[src/sv/dls_pkg.sv]
// ----------------------------------------------------------------------------
// dls_pkg
// Shared types and constants for the door lock supervisor: phase codes,
// command codes, register indexes and register reset values.
// ----------------------------------------------------------------------------
package dls_pkg;

  localparam int CFG_IDX_BITS = 3;

  typedef enum logic [1:0] {
    PH_WAIT = 2'd0,
    PH_OPEN = 2'd1,
    PH_LOCK = 2'd2
  } phase_e;

  typedef enum logic [1:0] {
    CMD_TICK   = 2'd0,
    CMD_UNLOCK = 2'd1,
    CMD_REARM  = 2'd2
  } cmd_e;

  typedef enum logic [CFG_IDX_BITS-1:0] {
    CFG_IR_THR       = 3'd0,
    CFG_PHOTO_THR    = 3'd1,
    CFG_SHOCK_THR    = 3'd2,
    CFG_QUALIFY      = 3'd3,
    CFG_FIRST_TMO    = 3'd4,
    CFG_REPEAT_TMO   = 3'd5,
    CFG_MAGNET_HOLD  = 3'd6,
    CFG_CHECK_PERIOD = 3'd7
  } cfg_idx_e;

  localparam int IR_THR_RST       = 2048;
  localparam int PHOTO_THR_RST    = 2048;
  localparam int SHOCK_THR_RST    = 4095;
  localparam int QUALIFY_RST      = 500;
  localparam int FIRST_TMO_RST    = 60000;
  localparam int REPEAT_TMO_RST   = 6000;
  localparam int MAGNET_HOLD_RST  = 1000;
  localparam int CHECK_PERIOD_RST = 2000;

endpackage

[src/sv/door_lock_supervisor_top.sv]
// ----------------------------------------------------------------------------
// door_lock_supervisor_top
// Door lock supervisor: magnet countdown, debounced open/close/relock,
// repeating open timeout and periodic locked-state sensor checks.
//
//   port group   direction  handshake                 payload
//   in_*         input      in_valid_i / in_stall_o   command + samples
//   out_*        output     out_valid_o / out_stall_i phase, magnet, events
//   cfg_*        input      cfg_we_i                  cfg_index_i, cfg_data_i
//
// One item per cycle while in_stall_o is low; each result appears in the cycle after its item is taken.
// State counters and the result register update together on acceptance.
// in_stall_o is high only while a result is held and out_stall_i is high.
// Reset puts the lock in the locked phase, magnet engaged, counters cleared.
// ----------------------------------------------------------------------------
module door_lock_supervisor_top #(
  parameter int SAMPLE_BITS = 12,
  parameter int TIMER_BITS  = 24
) (
  input  logic                              clk_i,
  input  logic                              rst_ni,
  input  logic                              in_valid_i,
  output logic                              in_stall_o,
  input  logic [1:0]                        command_i,
  input  logic [SAMPLE_BITS-1:0]            infra_red_sample_i,
  input  logic [SAMPLE_BITS-1:0]            photo_sample_i,
  input  logic [SAMPLE_BITS-1:0]            shock_sample_i,
  input  logic                              switch_closed_i,
  input  logic                              address_conflict_i,
  output logic                              out_valid_o,
  input  logic                              out_stall_i,
  output logic [1:0]                        lock_phase_o,
  output logic                              magnet_engaged_o,
  output logic                              opened_event_o,
  output logic                              locked_event_o,
  output logic                              open_timeout_alarm_o,
  output logic                              switch_alarm_o,
  output logic                              light_alarm_o,
  output logic                              presence_alarm_o,
  output logic                              vibration_alarm_o,
  output logic                              conflict_alarm_o,
  input  logic                              cfg_we_i,
  input  logic [dls_pkg::CFG_IDX_BITS-1:0]  cfg_index_i,
  input  logic [TIMER_BITS-1:0]             cfg_data_i
);
  import dls_pkg::*;

  localparam logic [TIMER_BITS-1:0] TMAX = {TIMER_BITS{1'b1}};

  logic [SAMPLE_BITS-1:0] ir_thr, photo_thr, shock_thr;
  logic [TIMER_BITS-1:0]  qualify, first_tmo, repeat_tmo, magnet_hold, check_period;

  dls_cfg_regs #(
    .SAMPLE_BITS (SAMPLE_BITS),
    .TIMER_BITS  (TIMER_BITS)
  ) u_cfg (
    .clk_i          (clk_i),
    .rst_ni         (rst_ni),
    .cfg_we_i       (cfg_we_i),
    .cfg_index_i    (cfg_index_i),
    .cfg_data_i     (cfg_data_i),
    .ir_thr_o       (ir_thr),
    .photo_thr_o    (photo_thr),
    .shock_thr_o    (shock_thr),
    .qualify_o      (qualify),
    .first_tmo_o    (first_tmo),
    .repeat_tmo_o   (repeat_tmo),
    .magnet_hold_o  (magnet_hold),
    .check_period_o (check_period)
  );

  phase_e                phase_q, phase_d;
  logic                  mag_q, mag_d;
  logic [TIMER_BITS-1:0] mcnt_q, mcnt_d;
  logic [TIMER_BITS-1:0] odeb_q, odeb_d, cdeb_q, cdeb_d, rdeb_q, rdeb_d;
  logic [TIMER_BITS-1:0] otmr_q, otmr_d, chk_q, chk_d;

  logic       ev_open, ev_lock, ev_tmo;
  logic [4:0] alarms;

  logic       out_valid_q;
  logic [1:0] phase_out_q;
  logic       mag_out_q, ev_open_q, ev_lock_q, ev_tmo_q;
  logic [4:0] alarms_q;

  logic accept;
  logic ir_above, ir_below, light_low;

  assign in_stall_o = out_valid_q & out_stall_i;
  assign accept     = in_valid_i & ~in_stall_o;

  assign ir_above  = infra_red_sample_i > ir_thr;
  assign ir_below  = infra_red_sample_i < ir_thr;
  assign light_low = photo_sample_i < photo_thr;

  always_comb begin
    phase_d = phase_q;
    mag_d   = mag_q;
    mcnt_d  = mcnt_q;
    odeb_d  = odeb_q;
    cdeb_d  = cdeb_q;
    rdeb_d  = rdeb_q;
    otmr_d  = otmr_q;
    chk_d   = chk_q;
    ev_open = 1'b0;
    ev_lock = 1'b0;
    ev_tmo  = 1'b0;
    alarms  = '0;
    case (command_i)
      CMD_UNLOCK: begin
        phase_d = PH_WAIT;
        mcnt_d  = magnet_hold;
        mag_d   = 1'b0;
      end
      CMD_REARM: begin
        if (phase_q != PH_LOCK) mcnt_d = magnet_hold;
      end
      CMD_TICK: begin
        if (chk_q != TMAX) chk_d = chk_q + 1'b1;
        if (mcnt_q != '0) begin
          mcnt_d = mcnt_q - 1'b1;
          if (mcnt_q == TIMER_BITS'(1)) mag_d = 1'b1;
        end
        case (phase_q)
          PH_WAIT: begin
            if (ir_above) begin
              if (odeb_q != '0) begin
                odeb_d = odeb_q - 1'b1;
                if (odeb_q == TIMER_BITS'(1) || !switch_closed_i || light_low) begin
                  odeb_d  = '0;
                  phase_d = PH_OPEN;
                  otmr_d  = first_tmo;
                  ev_open = 1'b1;
                end
              end else begin
                odeb_d = qualify;
              end
            end else begin
              odeb_d = '0;
            end
            if (mcnt_d == '0) begin
              if (rdeb_q != '0) begin
                rdeb_d = rdeb_q - 1'b1;
                if (rdeb_q == TIMER_BITS'(1)) begin
                  phase_d = PH_LOCK;
                  ev_lock = 1'b1;
                end
              end else begin
                rdeb_d = qualify;
              end
            end else begin
              rdeb_d = '0;
            end
          end
          PH_OPEN: begin
            if (otmr_q != '0) begin
              otmr_d = otmr_q - 1'b1;
            end else begin
              otmr_d = repeat_tmo;
              ev_tmo = 1'b1;
            end
            if (ir_below) begin
              if (cdeb_q != '0) begin
                cdeb_d = cdeb_q - 1'b1;
                if (cdeb_q == TIMER_BITS'(1) && mcnt_d == '0 &&
                    switch_closed_i && !light_low) begin
                  phase_d = PH_LOCK;
                  ev_lock = 1'b1;
                end
              end else begin
                cdeb_d = qualify;
              end
            end else begin
              cdeb_d = '0;
            end
          end
          PH_LOCK: begin
            if (chk_d > check_period) begin
              chk_d  = '0;
              alarms = {address_conflict_i, shock_sample_i > shock_thr, ir_above,
                        light_low, ~switch_closed_i};
            end
          end
          default: ;
        endcase
      end
      default: ;
    endcase
  end

  always_ff @(posedge clk_i or negedge rst_ni) begin
    if (!rst_ni) begin
      phase_q <= PH_LOCK;
      mag_q   <= 1'b1;
      mcnt_q  <= '0;
      odeb_q  <= '0;
      cdeb_q  <= '0;
      rdeb_q  <= '0;
      otmr_q  <= '0;
      chk_q   <= '0;
    end else if (accept) begin
      phase_q <= phase_d;
      mag_q   <= mag_d;
      mcnt_q  <= mcnt_d;
      odeb_q  <= odeb_d;
      cdeb_q  <= cdeb_d;
      rdeb_q  <= rdeb_d;
      otmr_q  <= otmr_d;
      chk_q   <= chk_d;
    end
  end

  always_ff @(posedge clk_i or negedge rst_ni) begin
    if (!rst_ni) begin
      out_valid_q <= 1'b0;
    end else if (accept) begin
      out_valid_q <= 1'b1;
    end else if (!out_stall_i) begin
      out_valid_q <= 1'b0;
    end
  end

  always_ff @(posedge clk_i) begin
    if (accept) begin
      phase_out_q <= phase_d;
      mag_out_q   <= mag_d;
      ev_open_q   <= ev_open;
      ev_lock_q   <= ev_lock;
      ev_tmo_q    <= ev_tmo;
      alarms_q    <= alarms;
    end
  end

  assign out_valid_o          = out_valid_q;
  assign lock_phase_o         = phase_out_q;
  assign magnet_engaged_o     = mag_out_q;
  assign opened_event_o       = ev_open_q;
  assign locked_event_o       = ev_lock_q;
  assign open_timeout_alarm_o = ev_tmo_q;
  assign switch_alarm_o       = alarms_q[0];
  assign light_alarm_o        = alarms_q[1];
  assign presence_alarm_o     = alarms_q[2];
  assign vibration_alarm_o    = alarms_q[3];
  assign conflict_alarm_o     = alarms_q[4];

  // a relock on the same tick moves an opening straight on to locked
  a_open_ev_phase : assert property (@(posedge clk_i) disable iff (!rst_ni)
    (out_valid_q && ev_open_q) |-> (phase_out_q != PH_WAIT && phase_q != PH_WAIT))
    else $error("opened event without opened phase");

  a_lock_ev_phase : assert property (@(posedge clk_i) disable iff (!rst_ni)
    (out_valid_q && ev_lock_q) |-> (phase_out_q == PH_LOCK && phase_q == PH_LOCK))
    else $error("locked event without locked phase");

  a_alarm_phase : assert property (@(posedge clk_i) disable iff (!rst_ni)
    (out_valid_q && alarms_q != '0) |-> (phase_q == PH_LOCK && chk_q == '0))
    else $error("sensor alarm outside a locked-state check");

  a_tmo_phase : assert property (@(posedge clk_i) disable iff (!rst_ni)
    (out_valid_q && ev_tmo_q) |-> (otmr_q == repeat_tmo || phase_q != PH_OPEN))
    else $error("timeout alarm without timer reload");

  a_stall_held : assert property (@(posedge clk_i) disable iff (!rst_ni)
    in_stall_o |-> out_valid_q)
    else $error("input stalled with no result held");

endmodule

[src/sv/dls_cfg_regs.sv]
// ----------------------------------------------------------------------------
// dls_cfg_regs
// Configuration register file: thresholds and timer reloads, written by
// index, each keeping the low bits of the write data.
// ----------------------------------------------------------------------------
module dls_cfg_regs #(
  parameter int SAMPLE_BITS = 12,
  parameter int TIMER_BITS  = 24
) (
  input  logic                              clk_i,
  input  logic                              rst_ni,
  input  logic                              cfg_we_i,
  input  logic [dls_pkg::CFG_IDX_BITS-1:0]  cfg_index_i,
  input  logic [TIMER_BITS-1:0]             cfg_data_i,
  output logic [SAMPLE_BITS-1:0]            ir_thr_o,
  output logic [SAMPLE_BITS-1:0]            photo_thr_o,
  output logic [SAMPLE_BITS-1:0]            shock_thr_o,
  output logic [TIMER_BITS-1:0]             qualify_o,
  output logic [TIMER_BITS-1:0]             first_tmo_o,
  output logic [TIMER_BITS-1:0]             repeat_tmo_o,
  output logic [TIMER_BITS-1:0]             magnet_hold_o,
  output logic [TIMER_BITS-1:0]             check_period_o
);
  import dls_pkg::*;

  logic [SAMPLE_BITS-1:0] ir_thr_q, photo_thr_q, shock_thr_q;
  logic [TIMER_BITS-1:0]  qualify_q, first_tmo_q, repeat_tmo_q;
  logic [TIMER_BITS-1:0]  magnet_hold_q, check_period_q;
  logic [SAMPLE_BITS-1:0] data_s;

  assign data_s = cfg_data_i[SAMPLE_BITS-1:0];

  always_ff @(posedge clk_i or negedge rst_ni) begin
    if (!rst_ni) begin
      ir_thr_q       <= SAMPLE_BITS'(IR_THR_RST);
      photo_thr_q    <= SAMPLE_BITS'(PHOTO_THR_RST);
      shock_thr_q    <= SAMPLE_BITS'(SHOCK_THR_RST);
      qualify_q      <= TIMER_BITS'(QUALIFY_RST);
      first_tmo_q    <= TIMER_BITS'(FIRST_TMO_RST);
      repeat_tmo_q   <= TIMER_BITS'(REPEAT_TMO_RST);
      magnet_hold_q  <= TIMER_BITS'(MAGNET_HOLD_RST);
      check_period_q <= TIMER_BITS'(CHECK_PERIOD_RST);
    end else if (cfg_we_i) begin
      case (cfg_index_i)
        CFG_IR_THR:       ir_thr_q       <= data_s;
        CFG_PHOTO_THR:    photo_thr_q    <= data_s;
        CFG_SHOCK_THR:    shock_thr_q    <= data_s;
        CFG_QUALIFY:      qualify_q      <= cfg_data_i;
        CFG_FIRST_TMO:    first_tmo_q    <= cfg_data_i;
        CFG_REPEAT_TMO:   repeat_tmo_q   <= cfg_data_i;
        CFG_MAGNET_HOLD:  magnet_hold_q  <= cfg_data_i;
        CFG_CHECK_PERIOD: check_period_q <= cfg_data_i;
        default: ;
      endcase
    end
  end

  assign ir_thr_o       = ir_thr_q;
  assign photo_thr_o    = photo_thr_q;
  assign shock_thr_o    = shock_thr_q;
  assign qualify_o      = qualify_q;
  assign first_tmo_o    = first_tmo_q;
  assign repeat_tmo_o   = repeat_tmo_q;
  assign magnet_hold_o  = magnet_hold_q;
  assign check_period_o = check_period_q;

endmodule
[config.mk]
export PLATFORM = sky130hd
export DESIGN_NAME = door_lock_supervisor_top
export DESIGN_NICKNAME = d
export VERILOG_FILES = /design/src/sv/dls_pkg.sv /design/src/sv/door_lock_supervisor_top.sv /design/src/sv/dls_cfg_regs.sv
export SDC_FILE = /design/constraint.sdc
export NUM_CORES = 1
export LEC_CHECK = 0
export ABC_AREA = 1
export BUFFER_PORTS_ARGS = -buffer_cell sky130_fd_sc_hd__buf_4
export CAP_MARGIN = 5
export CORE_ASPECT_RATIO = 2
export CORE_MARGIN = 4
export CORE_UTILIZATION = 65
export DETAILED_ROUTE_END_ITERATION = 6
export GPL_ROUTABILITY_DRIVEN = 0
export PLACE_DENSITY = 0.82
export SLEW_MARGIN = 10
export SYNTH_ARGS = -nofsm -noshare
export SYNTH_HDL_FRONTEND = slang
export SYNTH_SLANG_ARGS = --single-unit
[constraint.sdc]
create_clock -name clk_i -period 7.33 [get_ports clk_i]
set_input_delay 0.3665 -clock clk_i [delete_from_list [all_inputs] [get_ports clk_i]]
set_output_delay 0.3665 -clock clk_i [all_outputs]
set_load 0.01 [all_outputs]
==> results.json <==
{
  "status": "complete, no violations",
  "antenna_found_initial": 0,
  "cts_max_path_buffers": 3,
  "pre_cts_slack_ns": 3.00,
  "p_clk_frac": 0.232,
  "p_leak_nw": 9.44,
  "tightest_slew_ns": 1.24,
  "fin_crit_sh": 0.575,
  "hold_class": "input port to flop",
  "avgRoutedWirePerCell_microns": 18.8,
  "drtPass1Iterations": 6,
  "clk_latency_ns": 0.56,
  "start_util": 0.658,
  "post_cts_buffers": 0,
  "crit_path_end_kind": "flop",
  "port_buffers": 84,
  "num_antenna_cells": 0,
  "crit_required_ns": 7.79,
  "slew_viol_final": 0,
  "dieArea_sq_um": 30600,
  "setup_tns_ns": 0,
  "p_int_mw": 3.92,
  "routed_wl_microns": 51400,
  "grt_overflow": 0,
  "final_cell_area_sq_um": 19800,
  "worstSetupStartpointType": "flop",
  "grtUsageTotal": 0.331,
  "hpwl_microns": 36400,
  "num_rows": 86,
  "p_sw_mw": 2.65,
  "grt_max_degree": 126,
  "cellPowerDensity_nw_per_um2": 331,
  "critical_path_arrival_ns": 4.68,
  "syn_area_per_cell_sq_um": 7.80,
  "syn-num-nets": 2456,
  "path_clk_slew_ns": 0.07,
  "hold_viol": 0,
  "fin_nets": 2497,
  "synth_edf_count": 11,
  "ant_nets": 0,
  "ys.flop_type": "dfrtp_1",
  "via_count": 16500,
  "grt_pass1_wl_microns": 81500,
  "die_y_microns": 244,
  "syn_inst": 2313,
  "fmax_mhz": 237,
  "fillers": 2188,
  "cts_tree": "yes",
  "postPlaceCellArea_sq_um": 18900,
  "mostFrequentLayoutCells": "501 x nand2_1, 299 x o21ai_0, 262 x inv_1, 256 x dfrtp_1, 225 x nor2_1",
  "period_minus_slack_ns": 4.21,
  "synth.cell_area_sq_um": 18000,
  "ys_top_cells_by_area": "dfrtp_1 36%, nand2_1 10%, o21ai_0 8.3%",
  "root_buffer": "clkbuf_16",
  "yosysSeqAreaShare": 0.443,
  "ys_ff_latch": 315,
  "drt_iter0_drc": 1730,
  "coreArea_sq_um": 27400,
  "cts_sinks": 315,
  "final_common_cell": "nand2_1",
  "postCtsHoldBufs": 1,
  "drc": 0,
  "seq_area_sq_um": 8000,
  "maxCapViolations": 0,
  "setup_viol": 0,
  "synth_top_area_frac": 0.355,
  "syn2layout_area_growth_pct": 9.96,
  "power_switching_share": 0.404,
  "via_per_inst": 6.06,
  "drive_above_1_share": 0.104,
  "grt_pass1_vias": 16300,
  "cts_resized": 0,
  "grt_setup_unrepaired": "false",
  "crit_type": "flop to flop",
  "postSynth.asyncResetShare": 0.965,
  "io-pin-count": 85,
  "critPathMaxFanout": 41,
  "multi_input_area_sq_um": 8690,
  "cts_buffers": 27,
  "post-route-util": 0.723,
  "clock_skew_ns": 0.0169,
  "synth_area_leader_cell": "dfrtp_1",
  "htree_levels": 1,
  "pwr-share-comb": 0.377,
  "die_x_microns": 126,
  "worst_slack_ns": 3.12,
  "maxSlewHeadroom": 0.171,
  "ys_warn_count": 0,
  "yosys.cell_types.count": 52,
  "p_seq_frac": 0.392,
  "ir_worst_vdd_mv": 0.225
}
[final cells by class]
class,instances,area share
clock buffers,38,0.0392
clock inverters,11,0.00763
inverters,272,0.0515
multi-input cells,1640,0.438
flip-flops and latches,315,0.403
well taps,352,0.0222
repair buffers,98,0.0382
[power groups by stage]
stage          combinational, mW  clock, mW  sequential, mW
2_1_floorplan               1.87          0            2.46
3_3_place_gp                2.32          0            2.56
3_5_place_dp                2.42          0            2.58
4_1_cts                     2.45       1.53            2.56
5_1_grt                     2.80       1.60            2.61
6_report                    2.48       1.52            2.57
[critical path: stages, from the launching register on]
cell and delay (ns):
dfrtp_1 0.39, nand2_1 0.08, inv_1 0.06, nor2_2 0.69, inv_1 0.43, nor2_2 0.17
buf_4 0.37, inv_2 0.25, nor2_2 0.13, buf_4 0.44, inv_2 0.22, nor2_1 0.18
inv_1 0.38, o21ai_0 0.30
[cells by family after synthesis]
| kind of cell | count (synthesis) | synth area share |
|---|---|---|
| AO/OA/AOI/OAI | 527 | 0.164 |
| buffers and inverters | 358 | 0.0769 |
| flip-flops | 315 | 0.443 |
| AND/OR/NAND/NOR | 961 | 0.228 |
| adder cells (fa/ha/maj) | 71 | 0.0492 |
| XOR/XNOR | 81 | 0.0393 |
[synthesized netlist by cell type (2+ instances only)]
| master | count |
|---|---|
| nand2_1 | 501 |
| o21ai_0 | 299 |
| inv_1 | 262 |
| dfrtp_1 | 256 |
| nor2_1 | 227 |
| nand3_1 | 105 |
| ha_1 | 71 |
| xor2_1 | 71 |
| clkbuf_1 | 67 |
| a21oi_1 | 66 |
| o22ai_1 | 61 |
| dfstp_2 | 48 |
| nand4_1 | 36 |
| nor3_1 | 33 |
| a31oi_1 | 26 |
| o211ai_1 | 19 |
| nor4_1 | 16 |
| a22oi_1 | 13 |
| nor2_2 | 13 |
| buf_2 | 11 |
| edfxtp_1 | 11 |
| xnor2_1 | 10 |
| inv_2 | 9 |
| nand2_2 | 9 |
| o21ai_1 | 9 |
| nor2_4 | 7 |
| o21a_1 | 6 |
| o32ai_1 | 5 |
| buf_1 | 4 |
| buf_6 | 4 |
| o221ai_1 | 4 |
| a21oi_2 | 3 |
| nand3b_1 | 3 |
| nor3_2 | 3 |
| o31ai_1 | 3 |
| a211oi_1 | 2 |
| nor4_2 | 2 |
| o21bai_1 | 2 |
| o32ai_2 | 2 |
| or2_2 | 2 |
[worst paths after layout]
check | startpoint | end | slack [ns] | depth (start not counted)
hold / removal | cfg_data_i[11] | u_cfg.check_period_o[11]$_DFFE_PN0P_ | 0.03 | 3
max in group asynchronous | rst_ni | u_cfg.magnet_hold_o[20]$_DFFE_PN0P_ | 5.43 | 3
setup / recovery | out_valid_o$_DFFE_PN0P_ | odeb_q[16]$_DFFE_PN0P_ | 3.12 | 13
min in group asynchronous | rst_ni | odeb_q[5]$_DFFE_PN0P_ | 0.50 | 2
setup reg to reg | out_valid_o$_DFFE_PN0P_ | odeb_q[16]$_DFFE_PN0P_ | 3.12 | 13
hold reg to reg | u_cfg.first_tmo_o[3]$_DFFE_PN0P_ | u_cfg.first_tmo_o[3]$_DFFE_PN0P_ | 0.49 | 2
[sequential cells by signal (all words and copies together), names as in the netlist]
| register | count |
|---|---|
| magnet_engaged_o | 1 |
| u_cfg.magnet_hold_o | 24 |
| chk_q | 24 |
| cdeb_q | 24 |
| odeb_q | 24 |
| alarms_q | 5 |
| mag_q | 1 |
| u_cfg.ir_thr_o | 12 |
| u_cfg.check_period_o | 24 |
| out_valid_o | 1 |
| lock_phase_o | 2 |
| rdeb_q | 24 |
| phase_q | 2 |
| opened_event_o | 1 |
| u_cfg.first_tmo_o | 24 |
| u_cfg.qualify_o | 24 |
| otmr_q | 24 |
| u_cfg.shock_thr_o | 12 |
| open_timeout_alarm_o | 1 |
| u_cfg.repeat_tmo_o | 24 |
| locked_event_o | 1 |
| mcnt_q | 24 |
| u_cfg.photo_thr_o | 12 |
[layer usage]
layer	wire length, microns	track usage	vias up
met5	0	0	-
met4	3930	0.211	0
met3	3340	0.0320	181
met2	25600	0.572	710
met1	18500	0.391	7843
li1	-	-	7782
[metrics by stage]
stage	std cells	total power, mW	hold slack, ns
finish	2726	6.57	0.0345
global route	2726	7.02	0.0447
CTS	2726	6.54	0.0202
detailed placement	2676	5.00	0.468
global placement	2676	4.88	0.461
floorplan	2313	4.33	0.0709
(Power assumes the default switching activity.)
